--- src/hdl/encoder_period_averager_assert.svh ---
// ----------------------------------------------------------------------------
// Encoder period averager assertion macros
// Shared property shapes for the concurrent checks of the block.
// ----------------------------------------------------------------------------
`ifndef ENCODER_PERIOD_AVERAGER_ASSERT_SVH
`define ENCODER_PERIOD_AVERAGER_ASSERT_SVH

// The consequent must hold in the same cycle as the antecedent.
`define EPA_ASSERT_SAME(lbl, clk, rst_n, ante, cons) \
  lbl: assert property (@(posedge clk) disable iff (!rst_n) (ante) |-> (cons)) \
    else $error("encoder_period_averager: same-cycle check failed");

// The consequent must hold in the cycle after the antecedent.
`define EPA_ASSERT_NEXT(lbl, clk, rst_n, ante, cons) \
  lbl: assert property (@(posedge clk) disable iff (!rst_n) (ante) |=> (cons)) \
    else $error("encoder_period_averager: next-cycle check failed");

`endif

--- src/hdl/epa_pkg.sv ---
// ----------------------------------------------------------------------------
// Encoder period averager package
// Shared widths, constants, codes and controller interface types.
// ----------------------------------------------------------------------------
package epa_pkg;

  // Window geometry.
  localparam int MAX_WINDOW_LOG2 = 5;
  localparam int WIN_SLOTS       = 1 << MAX_WINDOW_LOG2;
  localparam int IDX_W           = MAX_WINDOW_LOG2;
  localparam int FILL_W          = IDX_W + 1;
  localparam int PER_W           = 31;
  localparam int SUM_W           = PER_W + IDX_W;
  localparam int EFF_SHIFT_W     = $clog2(MAX_WINDOW_LOG2 + 1);

  // Field and register widths.
  localparam int CMD_W   = 2;
  localparam int WORD_W  = 32;
  localparam int SHIFT_W = 3;
  localparam int TPM_W   = 16;
  localparam int MS_W    = 16;
  localparam int CFG_IDX_W  = 2;
  localparam int CFG_DATA_W = 16;

  // Constants.
  localparam logic [MS_W-1:0]   STALE_MS    = MS_W'(60000);
  localparam logic [MS_W-1:0]   ELAPSED_MAX = '1;
  localparam logic [TPM_W-1:0]  DEFAULT_TPM = TPM_W'(7812);
  localparam logic [SHIFT_W-1:0] DEFAULT_SHIFT = SHIFT_W'(1);
  localparam logic [WORD_W-1:0] ALL_ONES    = '1;

  // Request commands.
  typedef enum logic [CMD_W-1:0] {
    OP_SAMPLE = 2'd0,
    OP_TICK   = 2'd1,
    OP_READ   = 2'd2,
    OP_NONE   = 2'd3
  } epa_op_t;

  // Configuration register indexes.
  typedef enum logic [CFG_IDX_W-1:0] {
    CFG_ENABLE = 2'd0,
    CFG_SHIFT  = 2'd1,
    CFG_TPM    = 2'd2,
    CFG_SPARE  = 2'd3
  } epa_cfg_t;

  // Controller states.
  typedef enum logic [2:0] {
    ST_IDLE,
    ST_EXEC,
    ST_SAMP_SUB,
    ST_SAMP_ADD,
    ST_RD_MUL1,
    ST_RD_MUL2,
    ST_RD_FIN,
    ST_DONE
  } epa_state_t;

  // Controller to datapath commands.
  typedef struct packed {
    logic accept;
    logic exec;
    logic samp_sub;
    logic samp_add;
    logic rd_mul1;
    logic rd_mul2;
    logic rd_fin;
    logic load_out;
  } epa_ctl_t;

  // Datapath to controller status.
  typedef struct packed {
    logic is_sample;
    logic is_read_live;
    logic out_free;
  } epa_stat_t;

endpackage

--- src/hdl/encoder_period_averager.sv ---
// ----------------------------------------------------------------------------
// Encoder period averager
// Quadrature encoder tick counter with a moving average of encoder periods.
// ----------------------------------------------------------------------------
// Usage: requests enter on in_valid/in_stall with in_command (sample, one ms
// tick, read period, or an unused code) and in_sample_word. Every request
// gives exactly one result on out_valid/out_stall: the signed tick count, the
// period report (reads only) and whether a sample was taken.
// Registers are written on cfg_valid/cfg_ready (always ready); the user must
// write them only while idle, which the block itself does not enforce.
// Ticks, ignored samples, disabled or stale reads and unused codes pass from
// execute to done; samples add a window memory read, sum subtract and sum
// add, and live reads two passes through one 16x16 multiplier, compare and
// report. Requests are handled one at a time.
// A finished result waits in the output register while the next request is
// accepted; a request that finishes while the receiver still stalls the
// previous result holds until that result is taken.
// Reset clears the counters, window state and result valid; registers return
// to disabled, window exponent 1 and 7812 ticks per ms. The window memory
// itself is not cleared: only entries written since the last clear are read.
// ----------------------------------------------------------------------------
`include "encoder_period_averager_assert.svh"

module encoder_period_averager
  import epa_pkg::*;
(
  input  logic                     clk,
  input  logic                     rst_n,
  input  logic                     in_valid,
  output logic                     in_stall,
  input  logic [CMD_W-1:0]         in_command,
  input  logic [WORD_W-1:0]        in_sample_word,
  output logic                     out_valid,
  input  logic                     out_stall,
  output logic signed [WORD_W-1:0] out_tick_count,
  output logic [WORD_W-1:0]        out_period_report,
  output logic                     out_sample_taken,
  input  logic                     cfg_valid,
  output logic                     cfg_ready,
  input  logic [CFG_IDX_W-1:0]     cfg_index,
  input  logic [CFG_DATA_W-1:0]    cfg_data
);

  epa_ctl_t  ctl;
  epa_stat_t stat;

  // Configuration writes are taken in any cycle.
  assign cfg_ready = 1'b1;

  // Sequencer.
  epa_ctrl u_ctrl (
    .clk      (clk),
    .rst_n    (rst_n),
    .in_valid (in_valid),
    .in_stall (in_stall),
    .stat     (stat),
    .ctl      (ctl)
  );

  // Window, arithmetic and result register.
  epa_datapath u_datapath (
    .clk               (clk),
    .rst_n             (rst_n),
    .ctl               (ctl),
    .stat              (stat),
    .in_command        (in_command),
    .in_sample_word    (in_sample_word),
    .cfg_valid         (cfg_valid && cfg_ready),
    .cfg_index         (cfg_index),
    .cfg_data          (cfg_data),
    .out_valid         (out_valid),
    .out_stall         (out_stall),
    .out_tick_count    (out_tick_count),
    .out_period_report (out_period_report),
    .out_sample_taken  (out_sample_taken)
  );

  // Only one request is in flight at a time.
  `EPA_ASSERT_NEXT(a_one_in_flight, clk, rst_n, in_valid && !in_stall, in_stall)

  // A sample result never carries a period report.
  `EPA_ASSERT_SAME(a_sample_no_report, clk, rst_n, out_valid && out_sample_taken, out_period_report == '0)

  // The input reopens only after a result was loaded.
  `EPA_ASSERT_SAME(a_reopen_after_load, clk, rst_n, $fell(in_stall), $past(ctl.load_out))

endmodule

--- src/hdl/epa_ctrl.sv ---
// ----------------------------------------------------------------------------
// Encoder period averager controller
// Sequences one request at a time through the datapath steps.
// ----------------------------------------------------------------------------
module epa_ctrl
  import epa_pkg::*;
(
  input  logic      clk,
  input  logic      rst_n,
  input  logic      in_valid,
  output logic      in_stall,
  input  epa_stat_t stat,
  output epa_ctl_t  ctl
);

  epa_state_t state_r;
  epa_state_t state_nxt;

  // State register.
  always_ff @(posedge clk) begin
    if (!rst_n) begin
      state_r <= ST_IDLE;
    end else begin
      state_r <= state_nxt;
    end
  end

  // Next state.
  always_comb begin
    state_nxt = state_r;
    unique case (state_r)
      ST_IDLE: begin
        if (in_valid) state_nxt = ST_EXEC;
      end
      ST_EXEC: begin
        priority if (stat.is_sample) state_nxt = ST_SAMP_SUB;
        else if (stat.is_read_live)  state_nxt = ST_RD_MUL1;
        else                         state_nxt = ST_DONE;
      end
      ST_SAMP_SUB: state_nxt = ST_SAMP_ADD;
      ST_SAMP_ADD: state_nxt = ST_DONE;
      ST_RD_MUL1:  state_nxt = ST_RD_MUL2;
      ST_RD_MUL2:  state_nxt = ST_RD_FIN;
      ST_RD_FIN:   state_nxt = ST_DONE;
      ST_DONE: begin
        if (stat.out_free) state_nxt = ST_IDLE;
      end
      default: state_nxt = ST_IDLE;
    endcase
  end

  // Command outputs.
  always_comb begin
    ctl      = '0;
    in_stall = 1'b1;
    unique case (state_r)
      ST_IDLE: begin
        in_stall   = 1'b0;
        ctl.accept = in_valid;
      end
      ST_EXEC:     ctl.exec     = 1'b1;
      ST_SAMP_SUB: ctl.samp_sub = 1'b1;
      ST_SAMP_ADD: ctl.samp_add = 1'b1;
      ST_RD_MUL1:  ctl.rd_mul1  = 1'b1;
      ST_RD_MUL2:  ctl.rd_mul2  = 1'b1;
      ST_RD_FIN:   ctl.rd_fin   = 1'b1;
      ST_DONE:     ctl.load_out = stat.out_free;
      default:     ctl          = '0;
    endcase
  end

endmodule

--- src/hdl/epa_datapath.sv ---
// ----------------------------------------------------------------------------
// Encoder period averager datapath
// Configuration, period window with running sum, staleness math and the
// result register.
// ----------------------------------------------------------------------------
module epa_datapath
  import epa_pkg::*;
(
  input  logic                    clk,
  input  logic                    rst_n,
  input  epa_ctl_t                ctl,
  output epa_stat_t               stat,
  input  logic [CMD_W-1:0]        in_command,
  input  logic [WORD_W-1:0]       in_sample_word,
  input  logic                    cfg_valid,
  input  logic [CFG_IDX_W-1:0]    cfg_index,
  input  logic [CFG_DATA_W-1:0]   cfg_data,
  output logic                    out_valid,
  input  logic                    out_stall,
  output logic signed [WORD_W-1:0] out_tick_count,
  output logic [WORD_W-1:0]       out_period_report,
  output logic                    out_sample_taken
);

  // Configuration registers.
  logic               enable_r;
  logic [SHIFT_W-1:0] shift_r;
  logic [TPM_W-1:0]   tpm_r;

  // Block state.
  logic [IDX_W-1:0]  wi_r;
  logic [FILL_W-1:0] fill_r;
  logic [SUM_W-1:0]  sum_r;
  logic              cur_dir_r;
  logic [WORD_W-1:0] ticks_r;
  logic [MS_W-1:0]   elapsed_r;
  logic [PER_W-1:0]  lat_per_r;
  logic              lat_dir_r;

  // Request and working registers.
  epa_op_t           op_r;
  logic [WORD_W-1:0] word_r;
  logic [PER_W-1:0]  rdata_r;
  logic [WORD_W-1:0] mul_r;
  logic              slow_r;
  logic [WORD_W-1:0] report_r;
  logic              taken_r;

  // Result register.
  logic              out_valid_r;
  logic [WORD_W-1:0] out_ticks_r;
  logic [WORD_W-1:0] out_report_r;
  logic              out_taken_r;

  logic [PER_W-1:0] win_mem [WIN_SLOTS];

  logic [EFF_SHIFT_W-1:0] eff_shift;
  logic [FILL_W-1:0]      win_len;
  logic [IDX_W-1:0]       win_mask;
  logic [TPM_W-1:0]       tpm_eff;
  logic [PER_W-1:0]       per;
  logic                   dir;
  logic                   dir_change;
  logic [IDX_W-1:0]       wi_eff;
  logic [MS_W-1:0]        mul_a;
  logic                   cfg_we;

  // Clamp the window exponent into the supported range.
  always_comb begin
    priority if (shift_r == '0) begin
      eff_shift = EFF_SHIFT_W'(1);
    end else if (int'(shift_r) > MAX_WINDOW_LOG2) begin
      eff_shift = EFF_SHIFT_W'(MAX_WINDOW_LOG2);
    end else begin
      eff_shift = EFF_SHIFT_W'(shift_r);
    end
  end

  assign win_len    = FILL_W'(1) << eff_shift;
  assign win_mask   = IDX_W'(win_len - FILL_W'(1));
  assign tpm_eff    = (tpm_r == '0) ? TPM_W'(1) : tpm_r;
  assign per        = word_r[WORD_W-1:1];
  assign dir        = word_r[0];
  assign dir_change = (dir != cur_dir_r);
  assign wi_eff     = dir_change ? '0 : (wi_r & win_mask);
  assign cfg_we     = cfg_valid;

  // Status toward the controller.
  assign stat.is_sample    = (op_r == OP_SAMPLE) && enable_r;
  assign stat.is_read_live = (op_r == OP_READ) && enable_r && (elapsed_r <= STALE_MS);
  assign stat.out_free     = !out_valid_r || !out_stall;

  // Configuration registers.
  always_ff @(posedge clk) begin
    if (!rst_n) begin
      enable_r <= 1'b0;
      shift_r  <= DEFAULT_SHIFT;
      tpm_r    <= DEFAULT_TPM;
    end else if (cfg_we) begin
      unique case (epa_cfg_t'(cfg_index))
        CFG_ENABLE: enable_r <= cfg_data[0];
        CFG_SHIFT:  shift_r  <= cfg_data[SHIFT_W-1:0];
        CFG_TPM:    tpm_r    <= cfg_data[TPM_W-1:0];
        CFG_SPARE:  ;
      endcase
    end
  end

  // Window pointer, fill count and running sum.
  always_ff @(posedge clk) begin
    if (!rst_n) begin
      wi_r      <= '0;
      fill_r    <= '0;
      sum_r     <= '0;
      cur_dir_r <= 1'b0;
    end else if (cfg_we && (epa_cfg_t'(cfg_index) == CFG_SHIFT)) begin
      wi_r   <= '0;
      fill_r <= '0;
      sum_r  <= '0;
    end else if (ctl.exec && stat.is_sample) begin
      // A direction change restarts the window.
      wi_r      <= wi_eff;
      cur_dir_r <= dir;
      if (dir_change) begin
        fill_r <= '0;
        sum_r  <= '0;
      end
    end else if (ctl.samp_sub) begin
      // A full window drops its oldest period.
      if (fill_r >= win_len) begin
        sum_r  <= sum_r - SUM_W'(rdata_r);
        fill_r <= win_len - FILL_W'(1);
      end
    end else if (ctl.samp_add) begin
      sum_r  <= sum_r + SUM_W'(per);
      wi_r   <= (wi_r + IDX_W'(1)) & win_mask;
      fill_r <= fill_r + FILL_W'(1);
    end
  end

  // Window memory with registered read.
  always_ff @(posedge clk) begin
    if (ctl.samp_add) begin
      win_mem[wi_r] <= per;
    end
    if (ctl.exec) begin
      rdata_r <= win_mem[wi_eff];
    end
  end

  // Tick count, elapsed time and the latched average.
  always_ff @(posedge clk) begin
    if (!rst_n) begin
      ticks_r   <= '0;
      elapsed_r <= '0;
      lat_per_r <= '0;
      lat_dir_r <= 1'b0;
    end else if (ctl.exec) begin
      unique case (op_r)
        OP_SAMPLE: begin
          if (enable_r) begin
            ticks_r   <= dir ? ticks_r + WORD_W'(1) : ticks_r - WORD_W'(1);
            elapsed_r <= '0;
          end
        end
        OP_TICK: begin
          if (elapsed_r != ELAPSED_MAX) elapsed_r <= elapsed_r + MS_W'(1);
        end
        OP_READ: begin
          if (enable_r && (fill_r == win_len)) begin
            lat_per_r <= PER_W'(sum_r >> eff_shift);
            lat_dir_r <= cur_dir_r;
          end
        end
        OP_NONE: ;
      endcase
    end
  end

  // Shared multiplier: whole sixteenths of elapsed ms, then elapsed ms.
  assign mul_a = ctl.rd_mul1 ? MS_W'(elapsed_r[MS_W-1:4]) : elapsed_r;

  // Request capture and report formation.
  always_ff @(posedge clk) begin
    if (ctl.accept) begin
      op_r     <= epa_op_t'(in_command);
      word_r   <= in_sample_word;
      report_r <= '0;
      taken_r  <= 1'b0;
    end
    if (ctl.exec) begin
      if ((op_r == OP_SAMPLE) && enable_r) taken_r <= 1'b1;
      if ((op_r == OP_READ) && !stat.is_read_live) report_r <= ALL_ONES;
    end
    if (ctl.rd_mul1 || ctl.rd_mul2) begin
      mul_r <= WORD_W'(mul_a * tpm_eff);
    end
    // Quiet encoder: the average is below the whole sixteenths of elapsed ms, in timer ticks.
    if (ctl.rd_mul2) begin
      slow_r <= WORD_W'(lat_per_r) < mul_r;
    end
    if (ctl.rd_fin) begin
      report_r <= slow_r ? {mul_r[WORD_W-2:0], lat_dir_r} : {lat_per_r, lat_dir_r};
    end
  end

  // Result register.
  always_ff @(posedge clk) begin
    if (!rst_n) begin
      out_valid_r <= 1'b0;
    end else if (ctl.load_out) begin
      out_valid_r <= 1'b1;
    end else if (!out_stall) begin
      out_valid_r <= 1'b0;
    end
  end

  always_ff @(posedge clk) begin
    if (ctl.load_out) begin
      out_ticks_r  <= ticks_r;
      out_report_r <= report_r;
      out_taken_r  <= taken_r;
    end
  end

  assign out_valid         = out_valid_r;
  assign out_tick_count    = out_ticks_r;
  assign out_period_report = out_report_r;
  assign out_sample_taken  = out_taken_r;

endmodule

--- config.mk ---
export PLATFORM = sky130hd
export DESIGN_NAME = encoder_period_averager
export DESIGN_NICKNAME = d
export VERILOG_FILES = /design/src/hdl/epa_pkg.sv /design/src/hdl/encoder_period_averager.sv /design/src/hdl/epa_ctrl.sv /design/src/hdl/epa_datapath.sv
export VERILOG_INCLUDE_DIRS = /design/src /design/src/hdl
export SDC_FILE = /design/constraint.sdc
export NUM_CORES = 2
export LEC_CHECK = 0
export ABC_AREA = 1
export BUFFER_PORTS_ARGS = -buffer_cell sky130_fd_sc_hd__buf_4
export CORE_ASPECT_RATIO = 0.5
export CORE_MARGIN = 2
export CORE_UTILIZATION = 45
export DETAILED_ROUTE_END_ITERATION = 8
export PLACE_DENSITY_LB_ADDON = 0.2
export SLEW_MARGIN = 25
export SYNTH_ARGS = -nofsm -noshare
export SYNTH_HDL_FRONTEND = slang
export SYNTH_SLANG_ARGS = --single-unit
--- constraint.sdc ---
create_clock -name clk -period 8.9 [get_ports clk]
set_input_delay 0.89 -clock clk [delete_from_list [all_inputs] [get_ports clk]]
set_output_delay 0.89 -clock clk [all_outputs]
set_load 0.1 [all_outputs]
==> flow_metrics.env <==
export IMPL_outcome="finished clean"
export IMPL_fin_util_pct=50.2
export IMPL_rows=101
export IMPL_ys_flop_type="edfxtp_1"
export IMPL_cts_tree="built"
export IMPL_fmaxAchievable_mhz=133
export IMPL_gp_congestion=0.958
export IMPL_fin_crit_sh_pct=84.6
export IMPL_cts_sinks=1340
export IMPL_fin_ws_ns=1.37
export IMPL_min_delay_start="in_sample_word[19]"
export IMPL_synth_area_mm2=0.0688
export IMPL_initial_core_util_pct=45.3
export IMPL_yosys_register_bits=1340
export IMPL_static_leakage_power_nw=31.1
export IMPL_worst_slew_pin_slew_ns=1.14
export IMPL_reg2reg_depth=25
export IMPL_ctsResizeCount=0
export IMPL_crit_fanout=23
export IMPL_ios=125
export IMPL_startpoint="u_ctrl.state_r[0]"
export IMPL_die_area_mm2=0.156
export IMPL_die_y_um=280
export IMPL_totalNegativeSetupSlack_ns=0
export IMPL_ctsHtreeMaxLevel=3
export IMPL_track_usage_pct=24.7
export IMPL_yosysWarnings=0
export IMPL_reg2reg_slack_ns=1.37
export IMPL_grt_pass1_vias=45700
export IMPL_min_to="u_datapath.word_r[19]"
export IMPL_area_delta_synth_final_pct=10.7
export IMPL_clockBufferDepth=3
export IMPL_layout_commonest_cell="nand2_1"
export IMPL_drc=0
export IMPL_slew_violations=0
export IMPL_final_nets=7422
export IMPL_synth_nets=7386
export IMPL_cts_buffers=120
export IMPL_drive_gt1_share_pct=7.04
export IMPL_ys_seq_area_share_pct=55.8
export IMPL_synth_area_per_cell_um2=9.94
export IMPL_antenna_found_initial=4
export IMPL_dp_hpwl_mm=121
export IMPL_vias_per_cell=5.41
export IMPL_power_density_mw_per_mm2=240
export IMPL_maxCapViolations=0
export IMPL_ctsHoldBuffers=0
export IMPL_firstDrtPassIters=6
export IMPL_worstPathRequired_ns=9.36
export IMPL_final_area_mm2=0.0761
export IMPL_min_delay_path_depth=1
export IMPL_synth_edf_count=1155
export IMPL_cts_setup_buffers=0
export IMPL_period_minus_slack_ns=7.53
export IMPL_clk_latency_ns=0.79
export IMPL_postSynth_asyncResetShare_pct=0
export IMPL_ys_types=52
export IMPL_grt_overflow=0
export IMPL_worst_r2r_endpoint="u_datapath.mul_r[25]"
export IMPL_reg2reg_from="u_ctrl.state_r[0]"
export IMPL_antennaDiodeCount=0
export IMPL_setup_worst_path_start_class="flop"
export IMPL_via_count=49300
export IMPL_setup_viol_count_final=0
export IMPL_worst_setup_path_end_kind="flop"
export IMPL_layout_common_cells="nand2_1, edfxtp_1, inv_1, a21oi_1, nand3_1"
export IMPL_wl_per_cell_um=21.3
export IMPL_min_path_type="primary input to flop"
export IMPL_finalWirelength_mm=194
export IMPL_critPathKind="flop to flop"
export IMPL_pre_cts_ws_ns=1.48
export IMPL_grt_max_degree=264
export IMPL_syn_inst=6920
export IMPL_grt_pass1_wl_mm=289
export IMPL_cts_root_buffer="clkbuf_16"
export IMPL_ant_nets=0
export IMPL_clkTransAtPathRegs_ns=0.07
export IMPL_rsz0062_at_grt="false"
export IMPL_finalHoldViolations=0
export IMPL_max_slew_margin_pct=24.2
export IMPL_crit_arrival_ns=7.99
export IMPL_placed_area_mm2=0.0721
export IMPL_drt_initial_drc_count=5453
export IMPL_die_w_um=557
export IMPL_portBuffers=123
export IMPL_core_region_area_mm2=0.152
export IMPL_vdd_drop_max_mv=0.218
export IMPL_skew_ns=0.0703
export IMPL_p_total_mw=18.3
-- area by class of cell --
cell class | instances | area, µm²
fillers | 13700 | 75700
flip-flops and latches | 1340 | 38400
repair buffers | 233 | 1840
well taps | 2060 | 2580
multi-input cells | 4155 | 25200
clock buffers | 153 | 3230
inverters | 1106 | 4160
clock inverters | 74 | 751
-- worst max-delay path by stage --
stage | slack (ns) | endpoint
after floorplan | 2.78 | u_datapath.mul_r[18]
after global placement | 1.60 | u_datapath.mul_r[18]
after detailed placement | 1.48 | u_datapath.mul_r[25]
after CTS | 1.44 | u_datapath.mul_r[25]
after global routing | 0.84 | u_datapath.mul_r[18]
final | 1.37 | u_datapath.mul_r[25]
-- registers in the layout, summed over array words and instances, names as in the netlist, 32 cells and up --
| signal | count |
|---|---|
| u_datapath.report_r | 32 |
| u_datapath.sum_r | 36 |
| u_datapath.ticks_r | 32 |
| u_datapath.word_r | 32 |
| u_datapath.mul_r | 32 |
| u_datapath.out_period_report | 32 |
| u_datapath.win_mem | 992 |
| u_datapath.out_tick_count | 32 |
-- critical path, stage by stage, from the launching register on --
cell      delay [ns]
dfxtp_1         0.52
nor2_1          0.12
nand2_1         0.66
inv_2           0.14
nor2_1          0.61
clkinv_1        0.48
nor2_1          0.20
ha_1            0.26
inv_1           0.11
fa_1            0.44
fa_1            0.54
inv_1           0.06
fa_1            0.45
fa_1            0.51
inv_1           0.05
fa_1            0.47
inv_1           0.04
ha_1            0.36
nand2_1         0.11
inv_1           0.08
nand2_1         0.08
nor3_1          0.27
nand4_1         0.14
nand3_1         0.25
a21oi_1         0.13
xnor2_1         0.14
-- cells in the mapped netlist, types with 120 or more instances --
master / n / area (µm²)
nand3_1: 520 / 2600
o21ai_0: 361 / 1810
edfxtp_1: 1155 / 34700
dfxtp_1: 185 / 3700
inv_1: 1085 / 4070
o211ai_1: 265 / 1990
buf_2: 120 / 601
a21oi_1: 567 / 2840
clkbuf_1: 174 / 653
fa_1: 196 / 3920
nor2_1: 455 / 1710
ha_1: 213 / 2670
nand2_1: 1192 / 4470
-- per-stage QoR --
stage / hold slack (ns) / cells
final: 0.276 / 9121
after global routing: 0.255 / 9121
after CTS: 0.229 / 9118
after detailed placement: 0.416 / 8891
after global placement: 0.413 / 8890
after floorplan: 0.409 / 6920
-- metal layers --
metal	vias to the layer above	GRT usage, %	wire length, µm	part of all wire [%]
met4	2	6.35	4730	2.4
met1	23900	36.5	89400	46
li1	23500	-	-	-
met5	-	0	20	0.010
met2	1673	38.2	86000	44
met3	255	3.30	14300	7.4
-- power by group --
group          total [mW]  internal (mW)  switching, mW
registers            7.74           7.48          0.254
clock network        5.31           2.87           2.44
logic                5.23           1.63           3.60
-- logic make-up after synthesis --
| family | synth area share, % |
|---|---|
| compound gates | 11.3 |
| xor+xnor | 0.942 |
| fa+ha+maj | 9.58 |
| buf+inv | 8.05 |
| flops | 55.8 |
| mux | 0.422 |
| other cells | 0.0109 |
| simple gates | 13.9 |
(Power assumes the default switching activity.)
